File: config.mk
export PLATFORM = sky130hd
export DESIGN_NAME = prt_ram
export DESIGN_NICKNAME = d
export VERILOG_FILES = /design/src/rtl/prt_ram.sv
export SDC_FILE = /design/constraint.sdc
export NUM_CORES = 1
export LEC_CHECK = 0
export BUFFER_PORTS_ARGS = -buffer_cell sky130_fd_sc_hd__buf_4
export CAP_MARGIN = 30
export CORE_MARGIN = 2
export CORE_UTILIZATION = 54
export DETAILED_ROUTE_END_ITERATION = 6
export GPL_ROUTABILITY_DRIVEN = 0
export MAX_ROUTING_LAYER = met4
export PLACE_DENSITY = 0.86
export SLEW_MARGIN = 10
export SYNTH_ARGS = -nofsm -noshare
export SYNTH_HDL_FRONTEND = slang
export SYNTH_SLANG_ARGS = --single-unit
File: constraint.sdc
create_clock -name clk_i -period 1.9 [get_ports clk_i]
set_input_delay 0.38 -clock clk_i [delete_from_list [all_inputs] [get_ports clk_i]]
set_output_delay 0.38 -clock clk_i [all_outputs]
set_load 0.01 [all_outputs]
File: src/rtl/prt_ram.sv
`timescale 1ns / 1ps
// ----------------------------------------------------------------------------
// prt_ram: generic single-write, single-read RAM
// One write port and one read port with registered read data.
// ----------------------------------------------------------------------------
module prt_ram #(
  parameter int WIDTH = 8,
  parameter int DEPTH = 16
) (
  input  logic                     clk_i,
  input  logic                     we_i,
  input  logic [$clog2(DEPTH)-1:0] waddr_i,
  input  logic [WIDTH-1:0]         wdata_i,
  input  logic [$clog2(DEPTH)-1:0] raddr_i,
  output logic [WIDTH-1:0]         rdata_o
);

  logic [WIDTH-1:0] mem_q [DEPTH];

  always_ff @(posedge clk_i) begin
    if (we_i) begin
      mem_q[waddr_i] <= wdata_i;
    end
    rdata_o <= mem_q[raddr_i];
  end

endmodule

-- After elaboration in Yosys (flattened, before gate mapping)
Memory sizes are Yosys's and may differ from the RTL's. A register that Yosys moved wholly into a read port is not among the register bits.
Cells that the tools add are included.
- register bits: 0
- bits in writable memories: 128
- bits of input ports: 18
- memories: 1
- memory list (memory ; depth ; width ; rd ports ; clocked after memory_dff ; write ports ; line ; source):
    mem_q ; 16 ; 8 ; 1 ; 1 ; 1 ; 18 ; logic [WIDTH-1:0] mem_q [DEPTH];
- mux-type cells: 2
- operator list (cell ; count):
    $mux 1 ; 2

-- Longest topological paths before layout
Gate-level depths: netlist (run 1).
- word-level depth: 2
- gate-level depth with buffers: 5
- depth with buffers taken out: 3

-- Worst setup path before layout (run 1)
OpenSTA, ideal clock, no wires.
- kind: input -> register
- from: input port waddr_i[2]
- to: memory mem_q[0][0] (enable)
- arrival: 1490 ps
- data required time: 1517 ps
- path slack: 27 ps
- stages: 2
- buffers on the path: 0
- cells stage by stage: or3b_2 nor3_1
- RTL lines (what ; line ; source):
    from (decl) ; 12 ; input logic [$clog2(DEPTH)-1:0] waddr_i,
    to (decl) ; 18 ;
No word-level cell before the write port.

-- Final worst setup path (run 1)
- from: register rdata_o[6] (read register of mem_q)
- to: output port rdata_o[6]
- RTL lines (what ; line ; source):
    from (decl) ; 15 ; output logic [WIDTH-1:0] rdata_o
No word-level cell between the ends.

==> results of run 1 <==
## cell families (layout without fill, tap and decap cells)
| kind of cell | Yosys count | in the layout |
|---|---|---|
| simple gates | 35 | 35 |
| flops | 136 | 136 |
| mux | 32 | 32 |
| compound gates | 16 | 16 |
| buf+inv | 10 | 84 |
## cells in the mapped netlist
| cell type | n |
|---|---|
| a22oi_1 | 16 |
| and2_1 | 1 |
| and2b_1 | 1 |
| buf_2 | 3 |
| buf_4 | 1 |
| buf_6 | 3 |
| clkdlybuf4s25_2 | 3 |
| dfxtp_1 | 8 |
| edfxtp_1 | 128 |
| mux4_1 | 14 |
| mux4_2 | 18 |
| nand2_1 | 9 |
| nand2b_1 | 2 |
| nand3_1 | 1 |
| nand3b_1 | 2 |
| nor2_1 | 13 |
| nor2b_1 | 1 |
| nor3_1 | 4 |
| or3b_2 | 1 |
## state kept, by name, summed over array words and instances, names as in the netlist
name,cells
mem_q,128
rdata_o,8
## final cells by class
cell class	instances	area, sq um	share of cell area [%]
Clock inverter	12	103	1.66
Clock buffer	20	445	7.19
Sequential cell	136	4000	64.6
Tap cell	129	161	2.60
Multi-Input combinational cell	83	1060	17.1
Timing Repair Buffer	52	428	6.90
## layer usage
| layer | vias to the layer above | GRT usage [%] |
|---|---|---|
| li1 | 1095 | - |
| met1 | 1274 | 30.5 |
| met2 | 137 | 31.6 |
| met3 | 11 | 5.38 |
| met4 | 0 | 7.17 |
| met5 | - | - |
## worst reg2reg max path, delay by kind of cell (launching register included)
kind,cells,cell delay [ns]
muxes,1,0.51
DFF,1,0.37
AOI/OAI and AO/OA,1,0.29
and+or+nand+nor,1,0.08
## report_power, final
| group | leakage [nW] | total, mW | internal, mW | switching, mW |
|---|---|---|---|---|
| Combinational | 0.647 | 0.345 | 0.165 | 0.180 |
| Sequential | 1.22 | 3.38 | 3.36 | 0.0210 |
| Clock | 0.266 | 2.94 | 1.79 | 1.14 |
## path summary, 6_finish.rpt
path         cells past startpoint                    end                   start  slack (ns)
min reg2reg                      3     rdata_o[3]$_DFF_P_  mem_q[14][3]$_DFFE_PP_        0.67
max                              1             rdata_o[6]      rdata_o[6]$_DFF_P_        0.52
max reg2reg                      3     rdata_o[2]$_DFF_P_   mem_q[1][2]$_DFFE_PP_        0.52
min                              1  mem_q[6][1]$_DFFE_PP_              wdata_i[1]        0.18
## metrics by stage
stage | std cells | setup slack (ns)
CTS | 432 | 0.506
global placement | 400 | 0.164
floorplan | 229 | 0.0271
global route | 432 | 0.442
finish | 432 | 0.522
detailed placement | 400 | 0.159
==> flow_summary.yaml, run 1 <==
die:
  fp-row-count: 35
  die_w_um: 102
  core_area_sq_um: 9240
  dieArea_sq_um: 10300
  die_y_um: 102
  pin_count: 26
  start_util_pct: 55.7
routing:
  first_iter_violations: 229
  met1_length_um: 3990
  routedWlPerCell_um: 22.8
  drcViolationCount: 0
  vias: 2517
  antenna_left: 0
  top_layer: "met4"
  vias_per_cell: 5.83
  met3WireLength_um: 791
  wl_um: 9840
  first_pass_iters: 5
  wl_met2_um: 4910
synth:
  synth_top_family_by_area: "multiplexers"
  ys_types: 19
  synth_cells: 229
  synth_area_per_cell_sq_um: 22.5
  synth_fa_ha_area_share_pct: 0
  synth-compound-area-share_pct: 2.33
  synth_area_sq_um: 5150
  yosysWarnings: 0
  yosys.area.top_type: "edfxtp_1"
  synth.area.mux_share_pct: 15.0
  synth.area.top_cells: "edfxtp_1 75%, mux4_2 7.9%, mux4_1 7.1%, dfxtp_1 3.1%, a22oi_1 2.3%"
  yosysTopAreaCellShare_pct: 74.7
  synth-simple-area-share_pct: 3.18
  synth_xor_xnor_area_share_pct: 0
  synth_nets: 247
  ys_ff_latch: 136
  ys_seq_area_share_pct: 77.8
clocking:
  cts_resized: 0
  tritoncts: "built"
  cts_setup_buffers: 0
  cts_hold_buffers: 0
  clock_path_buffers: 2
  root_buffer: "clkbuf_8"
  clk_pin_slew_ns: 0.06
  cts_made_buffers: 17
  htreeDepth: 4
  cts_sinks: 136
  clock_latency_ns: 0.50
timing:
  grt_setup_unrepaired: "no"
  fin_crit_sh_pct: 72.5
  tns_ns: 0
  final-hold-violation-count: 0
  skew_ns: 0.00871
  drv_slew: 0
  tightestPinTransition_ns: 0.445
  fmax_ghz: 0.726
  holdWs_ns: 0.178
  finalSetupViolCount: 0
  max_slew_margin_pct: 70.3
  post-route-min-period_ns: 1.38
final_layout:
  area.growth.synth_to_final_pct: 20.4
  layout.nets: 308
  layout_commonest_cell: "edfxtp_1"
  num_antenna_cells: 0
  final_cell_mix: "128 x edfxtp_1, 49 x buf_4, 18 x mux4_2, 16 x a22oi_1, 16 x clkbuf_16"
  design_area_sq_um: 6200
  num-fill-cells: 563
  drive_gt1_share_pct: 33.0
  fin_util_pct: 67.1
hold_path:
  hp-class: "input pin to flop"
outcome:
  outcome: "finished, final reports clean"
run:
  cap_violations: 0
power_and_ir_drop:
  ir_drop_v: 0.000672
  p_total_mw: 6.66
  powerDensity_nw_per_um2: 1070
  power_leakage_nw: 2.14
grt:
  antenna_found_initial: 0
  grt_overflow: 0
  grt_pass1_wl_um: 14900
  grt_pass1_vias: 2499
  grtUsageTotal_pct: 21.7
  grt_max_degree: 31
place:
  io_buffers: 25
  hpwl_um: 6350
  placed_area_sq_um: 5650
worst_setup_path:
  path_buf_inv: 1
  max_stage_delay_ns: 0.36
  worst-setup-path-type: "flop to output pin"
  critPathMaxFanout: 1
  cp_slowest_cell: "dfxtp_1"
  cp-start-kind: "flop"
  arrival_ns: 1.00
  required_ns: 1.52
  worstSetupEndpointType: "output pin"
  crit_family: "flip-flops"
  cp_cell_sequence: "buf_4"
(Power assumes the default switching activity.)
==> inputs of run 2 (changes only) <==
clock period = 1.2 ns   (was 1.9 ns; I/O delays follow)
==> run 2 against run 1 <==
Against the previous run: the flow now finishes with violations (setup timing); first-iteration DRC count rose by 7.9%; cell count rose by 1.2%; combinational power rose by 81%; clock skew fell by 0.0031 ns; global-route usage rose by 1.2 points; routed wire length rose by 4.5%; critical path type is now flop to flop; critical endpoint is now rdata_o[5]$_DFF_P_; largest power group unchanged; highest routed layer unchanged.
==> flow_summary.yaml, run 2 (synthesis gave the netlist of run 1 again) <==
timing:
  finalWorstSetupSlack_ns: -0.143
  post-route-min-period_ns: 1.34
  fmax_ghz: 0.745
  drv_slew: 0
  tightestPinTransition_ns: 0.884
  skew_ns: 0.00564
  final-hold-violation-count: 0
  fin_crit_sh_pct: 112
  max_slew_margin_pct: 40.8
  grt_setup_unrepaired: "yes"
  finalSetupViolCount: 11
  holdWs_ns: 0.0424
die:
  die_w_um: 102
  core_area_sq_um: 9240
  pin_count: 26
  start_util_pct: 55.7
  dieArea_sq_um: 10300
  fp-row-count: 35
  die_y_um: 102
power_and_ir_drop:
  p_sw_share_pct: 20.8
  powerDensity_nw_per_um2: 1740
  power_frac_comb_pct: 5.6
  p_clk_share_pct: 46.0
  p_total_mw: 11.1
  p_seq_share_pct: 48.3
  ir_drop_v: 0.000885
  power.switching_mw: 2.31
  power_leakage_nw: 2.14
  intPower_mw: 8.78
clocking:
  cts_hold_buffers: 0
  clock_path_buffers: 2
  clock_latency_ns: 0.51
  tritoncts: "built"
  cts_setup_buffers: 0
  root_buffer: "clkbuf_8"
  cts_sinks: 136
  cts_made_buffers: 17
  clk_pin_slew_ns: 0.06
  htreeDepth: 4
worst_setup_path:
  required_ns: 1.59
  cp-start-kind: "flop"
  worst-setup-path-type: "flop to flop"
  worstSetupEndpointType: "flop"
  arrival_ns: 1.74
  critPathMaxFanout: 1
routing:
  drcViolationCount: 0
  vias: 2554
  first_iter_violations: 247
  first_pass_iters: 5
  antenna_left: 0
  routedWlPerCell_um: 23.5
  vias_per_cell: 5.84
  wl_um: 10300
place:
  placed_area_sq_um: 5720
  io_buffers: 25
  place_ws_ns: -0.444
  hpwl_um: 6680
grt:
  grtUsageTotal_pct: 22.9
  grt_pass1_wl_um: 15700
  grt_pass1_vias: 2662
  grt_overflow: 0
  antenna_found_initial: 0
  grt_max_degree: 21
hold_path:
  hp-class: "input pin to flop"
outcome:
  violations: "setup timing"
  outcome: "complete, but fails checks"
final_layout:
  top_register: "mem_q"
  largest_reg_flops: 128
  area.growth.synth_to_final_pct: 23.7
  final_cell_mix: "128 x edfxtp_1, 46 x buf_4, 31 x mux4_2, 16 x clkbuf_16, 11 x a22oi_1"
  layout.nets: 313
  drive_gt1_share_pct: 46.4
  layout_commonest_cell: "edfxtp_1"
  top_regs: "mem_q (128), rdata_o (8)"
  num_antenna_cells: 0
  design_area_sq_um: 6370
run:
  cap_violations: 0
==> run 2: cell count changes in the layout (fill, tap and decap cells not counted), sizes merged <==
cell and change:
bufinv +2, clkinv -3, clkinvlp +2, clkbuf -3, inv +2, buf +5
==> run 2: repair_timing <==
item,in CTS,in global routing
endpoints found under the setup margin,16,16
endpoints found under the hold margin,0,0
pin swaps,0,1
resized for setup,15,4
gates cloned,0,0
==> run 2: layout make-up <==
class	count	area (sq um)
clock buffer	17	414
tap	129	161
sequential	136	4010
multi-input combinational	83	1100
clock inverter	15	176
fill	533	2870
timing repair buffer	57	504
==> run 2: stage by stage <==
step | utilization, % | instances | TNS [ns]
4_1_cts | 68.8 | 437 | -1.09
5_1_grt | 68.9 | 437 | -1.48
2_1_floorplan | - | 229 | -3.85
6_report | 68.9 | 437 | -0.889
3_5_place_dp | 61.9 | 405 | -28.70
3_3_place_gp | 61.9 | 405 | -25.57
==> run 2: power groups by stage <==
stage | logic, mW | clock network (mW) | registers [mW]
after floorplan | 0.306 | 0 | 5.45
after global placement | 0.571 | 0 | 5.44
after detailed placement | 0.595 | 0 | 5.45
after CTS | 0.624 | 5.17 | 5.36
after global routing | 0.669 | 5.36 | 5.37
final | 0.624 | 5.11 | 5.36
==> run 2: worst max-delay path, stage by stage (launching register included) <==
cell	delay, ns
edfxtp_1	0.41
mux4_2	0.49
a22oi_2	0.22
nand2_1	0.10
==> run 2: path summary, 6_finish.rpt <==
path	start	end	slack, ns	depth (start not counted)
hold reg to reg	mem_q[15][7]$_DFFE_PP_	rdata_o[7]$_DFF_P_	0.68	3
setup / recovery	mem_q[8][5]$_DFFE_PP_	rdata_o[5]$_DFF_P_	-0.14	3
hold / removal	wdata_i[7]	mem_q[6][7]$_DFFE_PP_	0.04	1
setup reg to reg	mem_q[8][5]$_DFFE_PP_	rdata_o[5]$_DFF_P_	-0.14	3
==> run 2: metal layers <==
| metal | track usage (%) | vias to the layer above | wire (um) |
|---|---|---|---|
| met4 | 8.63 | 0 | 244 |
| met3 | 6.76 | 18 | 851 |
| met1 | 29.8 | 1308 | 3980 |
| li1 | - | 1096 | - |
| met5 | - | - | 0 |
| met2 | 34.5 | 132 | 5210 |
