<file path="config.mk">
export PLATFORM = sky130hd
export DESIGN_NAME = prt_way_scan
export DESIGN_NICKNAME = d
export VERILOG_FILES = /design/src/rtl/prt_pkg.sv /design/src/rtl/prt_way_scan.sv
export SDC_FILE = /design/constraint.sdc
export NUM_CORES = 1
export LEC_CHECK = 0
export BUFFER_PORTS_ARGS = -buffer_cell sky130_fd_sc_hd__buf_2
export CELL_PAD_IN_SITES_DETAIL_PLACEMENT = 0
export CELL_PAD_IN_SITES_GLOBAL_PLACEMENT = 1
export CORE_AREA = 2 2 161 163
export CTS_CLUSTER_DIAMETER = 100
export DETAILED_ROUTE_END_ITERATION = 10
export DIE_AREA = 0 0 163 165
export PLACE_DENSITY = 0.53
export REMOVE_ABC_BUFFERS = 1
export SYNTH_ARGS = -nofsm -noshare
export SYNTH_HDL_FRONTEND = slang
export SYNTH_SLANG_ARGS = --single-unit
</file>
<file path="constraint.sdc">
create_clock -name clk_i -period 2.4 [get_ports clk_i]
set_input_delay 0.48 -clock clk_i [delete_from_list [all_inputs] [get_ports clk_i]]
set_output_delay 0.48 -clock clk_i [all_outputs]
set_load 0.03 [all_outputs]
</file>
<file path="src/rtl/prt_pkg.sv">
`timescale 1ns / 1ps
// ----------------------------------------------------------------------------
// prt_pkg: shared types and constants for the pointer reference-count table
// Table geometry, entry layout, result codes and the bucket hash.
// ----------------------------------------------------------------------------
package prt_pkg;

  localparam int BUCKET_BITS = 12;
  localparam int WAYS        = 4;
  localparam int KEY_BITS    = 48;
  localparam int HASH_SHIFT  = 12;

  localparam int KEY_IN_W    = 48;
  localparam int COUNT_W     = 32;
  localparam int HID_W       = 8;
  localparam int STATUS_W    = 2;

  localparam int KEY_W       = (KEY_BITS < KEY_IN_W) ? KEY_BITS : KEY_IN_W;
  localparam int NUM_BUCKETS = 1 << BUCKET_BITS;
  localparam int WAY_BITS    = (WAYS > 1) ? $clog2(WAYS) : 1;

  localparam logic [COUNT_W-1:0] COUNT_MAX = '1;

  typedef enum logic {
    REQ_INC = 1'b0,
    REQ_DEC = 1'b1
  } req_e;

  typedef enum logic [STATUS_W-1:0] {
    STATUS_OK          = 2'd0,
    STATUS_ZERO_KEY    = 2'd1,
    STATUS_NOT_TRACKED = 2'd2,
    STATUS_BUCKET_FULL = 2'd3
  } status_e;

  typedef struct packed {
    logic               valid;
    logic [KEY_W-1:0]   key;
    logic [COUNT_W-1:0] count;
    logic [HID_W-1:0]   handler;
  } entry_t;

  typedef entry_t [WAYS-1:0] row_t;

  localparam int ROW_W = $bits(row_t);

  typedef struct packed {
    logic                done;
    logic                found;
    logic [WAY_BITS-1:0] hit_way;
    logic                have_free;
    logic [WAY_BITS-1:0] free_way;
  } scan_t;

  typedef struct packed {
    logic [COUNT_W-1:0]  count;
    logic                released;
    logic [HID_W-1:0]    release_handler;
    logic [STATUS_W-1:0] status;
  } result_t;

  function automatic logic [BUCKET_BITS-1:0] hash_f(input logic [KEY_W-1:0] k);
    logic [KEY_W-1:0] h;
    h = (k >> HASH_SHIFT) ^ k;
    return h[BUCKET_BITS-1:0];
  endfunction

endpackage

</file>
<file path="src/rtl/prt_way_scan.sv">
`timescale 1ns / 1ps
// ----------------------------------------------------------------------------
// prt_way_scan: way-by-way key compare over one bucket row
// One shared key comparator visits one way per cycle and records the first
// matching valid way and the lowest free way.
// ----------------------------------------------------------------------------
module prt_way_scan (
  input  logic                     clk_i,
  input  logic                     rst_ni,
  input  logic                     start_i,
  input  prt_pkg::row_t            row_i,
  input  logic [prt_pkg::KEY_W-1:0] key_i,
  output prt_pkg::scan_t           res_o
);

  logic                         busy_q, busy_d;
  logic                         done_q, done_d;
  logic [prt_pkg::WAY_BITS-1:0] way_q, way_d;
  logic                         found_q, found_d;
  logic [prt_pkg::WAY_BITS-1:0] hit_q, hit_d;
  logic                         free_q, free_d;
  logic [prt_pkg::WAY_BITS-1:0] free_way_q, free_way_d;
  prt_pkg::entry_t              cur;
  logic                         key_eq;
  logic                         last_way;

  assign cur      = row_i[way_q];
  assign key_eq   = (cur.key == key_i);
  assign last_way = (way_q == prt_pkg::WAY_BITS'(prt_pkg::WAYS - 1));

  always_comb begin
    busy_d     = busy_q;
    done_d     = 1'b0;
    way_d      = way_q;
    found_d    = found_q;
    hit_d      = hit_q;
    free_d     = free_q;
    free_way_d = free_way_q;
    if (start_i) begin
      busy_d  = 1'b1;
      way_d   = '0;
      found_d = 1'b0;
      free_d  = 1'b0;
    end else if (busy_q) begin
      if (cur.valid) begin
        if (!found_q && key_eq) begin
          found_d = 1'b1;
          hit_d   = way_q;
        end
      end else if (!free_q) begin
        free_d     = 1'b1;
        free_way_d = way_q;
      end
      if (last_way) begin
        busy_d = 1'b0;
        done_d = 1'b1;
      end else begin
        way_d = way_q + 1'b1;
      end
    end
  end

  always_ff @(posedge clk_i or negedge rst_ni) begin
    if (!rst_ni) begin
      busy_q  <= 1'b0;
      done_q  <= 1'b0;
      way_q   <= '0;
      found_q <= 1'b0;
      free_q  <= 1'b0;
    end else begin
      busy_q  <= busy_d;
      done_q  <= done_d;
      way_q   <= way_d;
      found_q <= found_d;
      free_q  <= free_d;
    end
  end

  always_ff @(posedge clk_i) begin
    hit_q      <= hit_d;
    free_way_q <= free_way_d;
  end

  assign res_o.done      = done_q;
  assign res_o.found     = found_q;
  assign res_o.hit_way   = hit_q;
  assign res_o.have_free = free_q;
  assign res_o.free_way  = free_way_q;

endmodule

</file>
# Word-level counts from Yosys, hierarchy flattened
# Cells that the tools add are included.
# classes
add_sub_neg,1
magnitude_cmp,1
eq_ne,4
n_mux,18
bitwise,3
reduce_logical,10
# ops
operator,n
$bmux 89 s2,1
$mux 89,1
$eq 48x48->1,1
$mux 1,13
$reduce_and 4->1,2
$mux 2,3
$reduce_bool 2->1,3
$ne 2x2->1 const B,2
$reduce_and 2->1,2
$lt 2x3->1 const B,1
$not 1->1,3
$reduce_and 3->1,1
$add 2x1->2 const B,1
$eq 2x2->1 const B,1
$logic_and 1x1->1,1
$logic_not 1->1,1
# word_totals
ff_bits,10
in_bits,407
word_cells,44

# Longest topological paths before layout
# depth
ltp_word,8
mapped_depth,9
depth_no_buf,6

# Worst setup path before layout
# OpenSTA, ideal clock, no wires.
# synth_timing
path_type,register to register
from,register way_q[0] (netlist name)
to,register hit_q[0] (netlist name) (enable)
setup_time_ns,0.298
arrival_time_ns,2.153
required_time_ns,2.102
slack_ns,-0.051
stages_incl_launch_ff,8
path_buffers,2
synth_period_minus_slack_ns,2.451
path_cell_list,dfrtp_1 buf_6 buf_2 mux4_2 xnor2_1 o2111ai_1 nor4_1 and3_1
# synth_via
elab_chain_cells,5
# synth_lines
element,line,text
start: declaration,prt_way_scan.sv:18,"logic [prt_pkg::WAY_BITS-1:0] way_q, way_d;"
start signal: assignment,prt_way_scan.sv:73,way_q <= way_d;
$bmux 89 s2 (*),prt_way_scan.sv:27,assign cur = row_i[way_q];
$mux 89 (implied by the code) (*),prt_way_scan.sv:27,
$eq 48x48->1,prt_way_scan.sv:28,assign key_eq = (cur.key == key_i);
$logic_and 1x1->1,prt_way_scan.sv:46,if (!found_q && key_eq) begin
$reduce_and 4->1 (no line) (*),--,
end signal: assignment,prt_way_scan.sv:80,hit_q <= hit_d;
end: declaration,prt_way_scan.sv:20,"logic [prt_pkg::WAY_BITS-1:0] hit_q, hit_d;"
# Every way passes the cells marked *; elsewhere a longest branch is shown, timed or not. The select of a mux whose other input is x is not followed.
# A chain may end at the register's enable or synchronous reset.

# Worst setup path after layout
# layout_timing
from,register way_q[0] (netlist name)
to,register hit_q[1] (netlist name) (enable)
# The elaborated chain is that of the path after synthesis.

==> reports/summary.txt <==
input/output buffers -> 253
met3 usage -> 3.77%
Die Width -> 163 um
Post-synth EDFFs -> 4
total I/O pin count -> 414
Sink Count -> 10
FF+latch count, synth -> 10
CTS tree -> built
main combinational cell family by area after synthesis -> multiplexers
syn_area_per_cell -> 11.3 sq um
R2R Setup Slk -> -0.33 ns
switching share of power -> 37.9%
total internal power -> 0.00204 W
root buffer cell -> clkbuf_16
Core Area -> 25000 sq um
YS warnings -> 0
clk_lat worst skew -> 0.23 ns
Layout area overhead -> 97.9%
critical path's most frequent cell -> buf_12
most crowded layer after global routing -> met2
crit-path max FO -> 7
cells after synthesis -> 216
Data arrival, critical path -> 2.68 ns
Via-to-Cell Ratio -> 3.69
total CTS buffers -> 3
CP Launch Type -> flop
Worst Skew -> 0.000216 ns
Req. time, crit path -> 2.35 ns
Setup violations, final -> 3
Yosys top cell area share -> 34.0%
routed len/inst -> 16.7 um
Synth Area in Adders -> 0.511%
via count -> 3195
worst r2r src -> way_q[0]
first-pass GRT wire length -> 19900 um
R2R cell count -> 10
main area contributors after synthesis -> mux4_2 34%, mux2i_1 15%, xnor2_1 11%
RSZ-0062 raised after global routing -> true
PwrDens -> 679 nW/um^2
Highest Clock Rate -> 0.367 GHz
Hold Vio Cnt, Final -> 0
slowest cell delay on critical path -> 0.50 ns
Synth Cell Area -> 2450 sq um
Tmin final -> 2.73 ns
Die Area -> 26900 sq um
Cell Chain, Critical Path -> buf_12, buf_12, buf_12, buf_12, mux4_2, xnor2_2, nand4_1, a2111oi_2, buf_4, and3_4
DRT Pass-1 Iters -> 4
Synth Area in Simple Gates -> 7.66%
asr flop ratio synth -> 60.0%
Clock transition at path regs -> 0.04 ns
Worst VDD drop -> 0.314 mV
die height -> 165 um
Slew Viols, Final -> 0
Least-Margin Pin Slew -> 0.496 ns
grt met1 use -> 12.5%
Psw -> 0.00125 W
Leak -> 2.15 nW
CP endpoint kind -> flop
CTS hold repair buffers -> 0
vias in the first global route -> 3412
Final Wtd Congestion -> 0.743
Clock Power Share -> 10.0%
Sequential Power Share -> 8.1%
Post-DRT Antenna Nets -> 0
Worst Setup Slack, final -> -0.326 ns
Setup CP Type -> reg2reg
DR iter-0 viols -> 76
Worst R2R End -> hit_q[1]
post-synthesis sequential area ratio -> 11.0%
final total power -> 0.00329 W
met2 usage -> 17.6%
Max Cap Violations -> 0
Post-Route WL -> 14500 um
Worst slew margin -> 66.5%
Tcrit/Tclk final -> 114%
area leader, netlist -> mux4_2
largest net degree at the start of global routing -> 15
status -> finished, violations left
Synth Flop Type -> dfrtp_1
Distinct cells, synth -> 44
worst hold slack -> 0.0666 ns
slowest CP cell -> dfrtp_4
initial antenna violation count -> 10
failing checks -> setup timing
HP Class -> in2async
hpwl dp -> 13300 um
total track usage -> 10.2%
layout net count -> 941
Compound-Gate Fraction of Synth Area -> 12.3%
maximum clock path buffer count -> 2
initial core utilization -> 9.79%
fraction of synthesized area in multiplexers -> 50.1%
row count -> 58
H-tree levels -> 1
Overflow after GRT -> 0
DR DRC count -> 0
share of cells above drive strength 1 -> 73.7%
Logic pwr share -> 81.9%
XOR/XNOR Fraction of Synth Area -> 12.5%
cells in the mapped netlist, drive strengths merged (2+ instances only):
cell     number
xor2          3
a221oi        6
dfrtp         6
nor2b         5
mux2          3
nor4          3
a222oi        2
o22ai         7
inv           7
edfxtp        4
o2bb2ai       2
xnor2        32
o21ai         3
nor2          5
nand2         4
a21oi         3
buf          17
mux2i        36
a211oi        2
mux4         37
a2111oi       3
nand4         8
registers in the layout, indices dropped and copies added, names as in the netlist:
signal,count
busy_q,1
done_q,1
found_q,1
free_q,1
free_way_q,2
hit_q,2
way_q,2
power by group through the flow:
stage / Clock [W] / Combinational, W / Sequential, W
final: 0.000328 / 0.00269 / 0.000268
after global routing: 0.000342 / 0.00294 / 0.000273
after CTS: 0.000334 / 0.00270 / 0.000270
after detailed placement: 0 / 0.00250 / 0.000276
after global placement: 0 / 0.00250 / 0.000272
after floorplan: 0 / 0.00122 / 0.000530
metal layers:
layer  vias up  share of wire, %
met5         -              0.51
met4        12              0.51
met3        16                11
met2       179                47
met1      1453                41
li1       1535                 -
worst max-delay path by stage:
stage / end / cells after the start / from
6_report: hit_q[1] / 10 / way_q[0]
5_1_grt: hit_q[0] / 10 / way_q[0]
4_1_cts: hit_q[0] / 9 / way_q[0]
3_5_place_dp: hit_q[1] / 9 / way_q[1]
3_3_place_gp: hit_q[0] / 9 / way_q[1]
2_1_floorplan: hit_q[0] / 6 / way_q[1]
logic make-up (layout without fill, tap and decap cells):
group / Yosys count / in the layout
simple gates: 32 / 32
flops: 10 / 10
mux: 76 / 76
buf+inv: 24 / 340
fa+ha+maj: 1 / 1
xor+xnor: 35 / 35
other cells: 0 / 3
compound gates: 38 / 38
final cells by class:
type,instances,area [sq um]
clock buffer,4,88.8
timing repair buffer,329,1910
antenna,3,7.51
fill,2834,20200
tap,330,413
inverter,7,26.3
sequential,10,278
multi-input combinational,182,2120
critical path: cells and delay by family (launching register included):
family | cells | cell delay, ns
AOI/OAI and AO/OA | 1 | 0.28
xor gates and xnor gates | 1 | 0.13
buffers and inverters | 5 | 0.71
DFF | 1 | 0.50
muxes | 1 | 0.44
and+or+nand+nor | 2 | 0.36
timing repair:
item                                    CTS  global route
gates cloned                              0             0
pin swaps                                 7             2
resized for setup                        12             7
endpoints found under the setup margin    3             3
buffers inserted                          9             4
stage by stage:
stage	cell area [sq um]	setup slack (ns)	setup TNS (ns)	util [%]	cells
after floorplan	2330	-1.60	-9.84	-	199
after global placement	4540	-0.438	-1.05	18.1	845
after detailed placement	4540	-0.477	-1.16	18.1	845
after CTS	4760	-0.386	-0.915	19.0	858
after global routing	4840	-0.435	-1.13	19.3	862
final	4850	-0.326	-0.802	19.4	865
layout by cell type (no fill, tap or decap), types with 2 or more instances in the layout:
cell       Yosys  layout
buf_6          3       2
nor2_1         5       5
mux4_2        37      37
dfrtp_4        0       2
nor2b_1        5       5
clkbuf_16      0       3
o21ai_0        3       3
edfxtp_1       4       4
dfrtp_1        6       4
xor2_1         3       3
diode_2        0       3
buf_2          8     254
nor4_2         1       2
nand2_1        4       4
xnor2_2        0       3
mux2i_1       36      33
mux2i_2        0       3
a21oi_1        3       3
mux2_2         3       3
nand4_1        8       8
buf_12         0       5
a221oi_2       0       3
a222oi_1       2       2
xnor2_1       32      29
inv_1          7       7
buf_4          6      67
a221oi_1       6       3
o2bb2ai_1      2       2
o22ai_1        7       7
(Power assumes the default switching activity.)
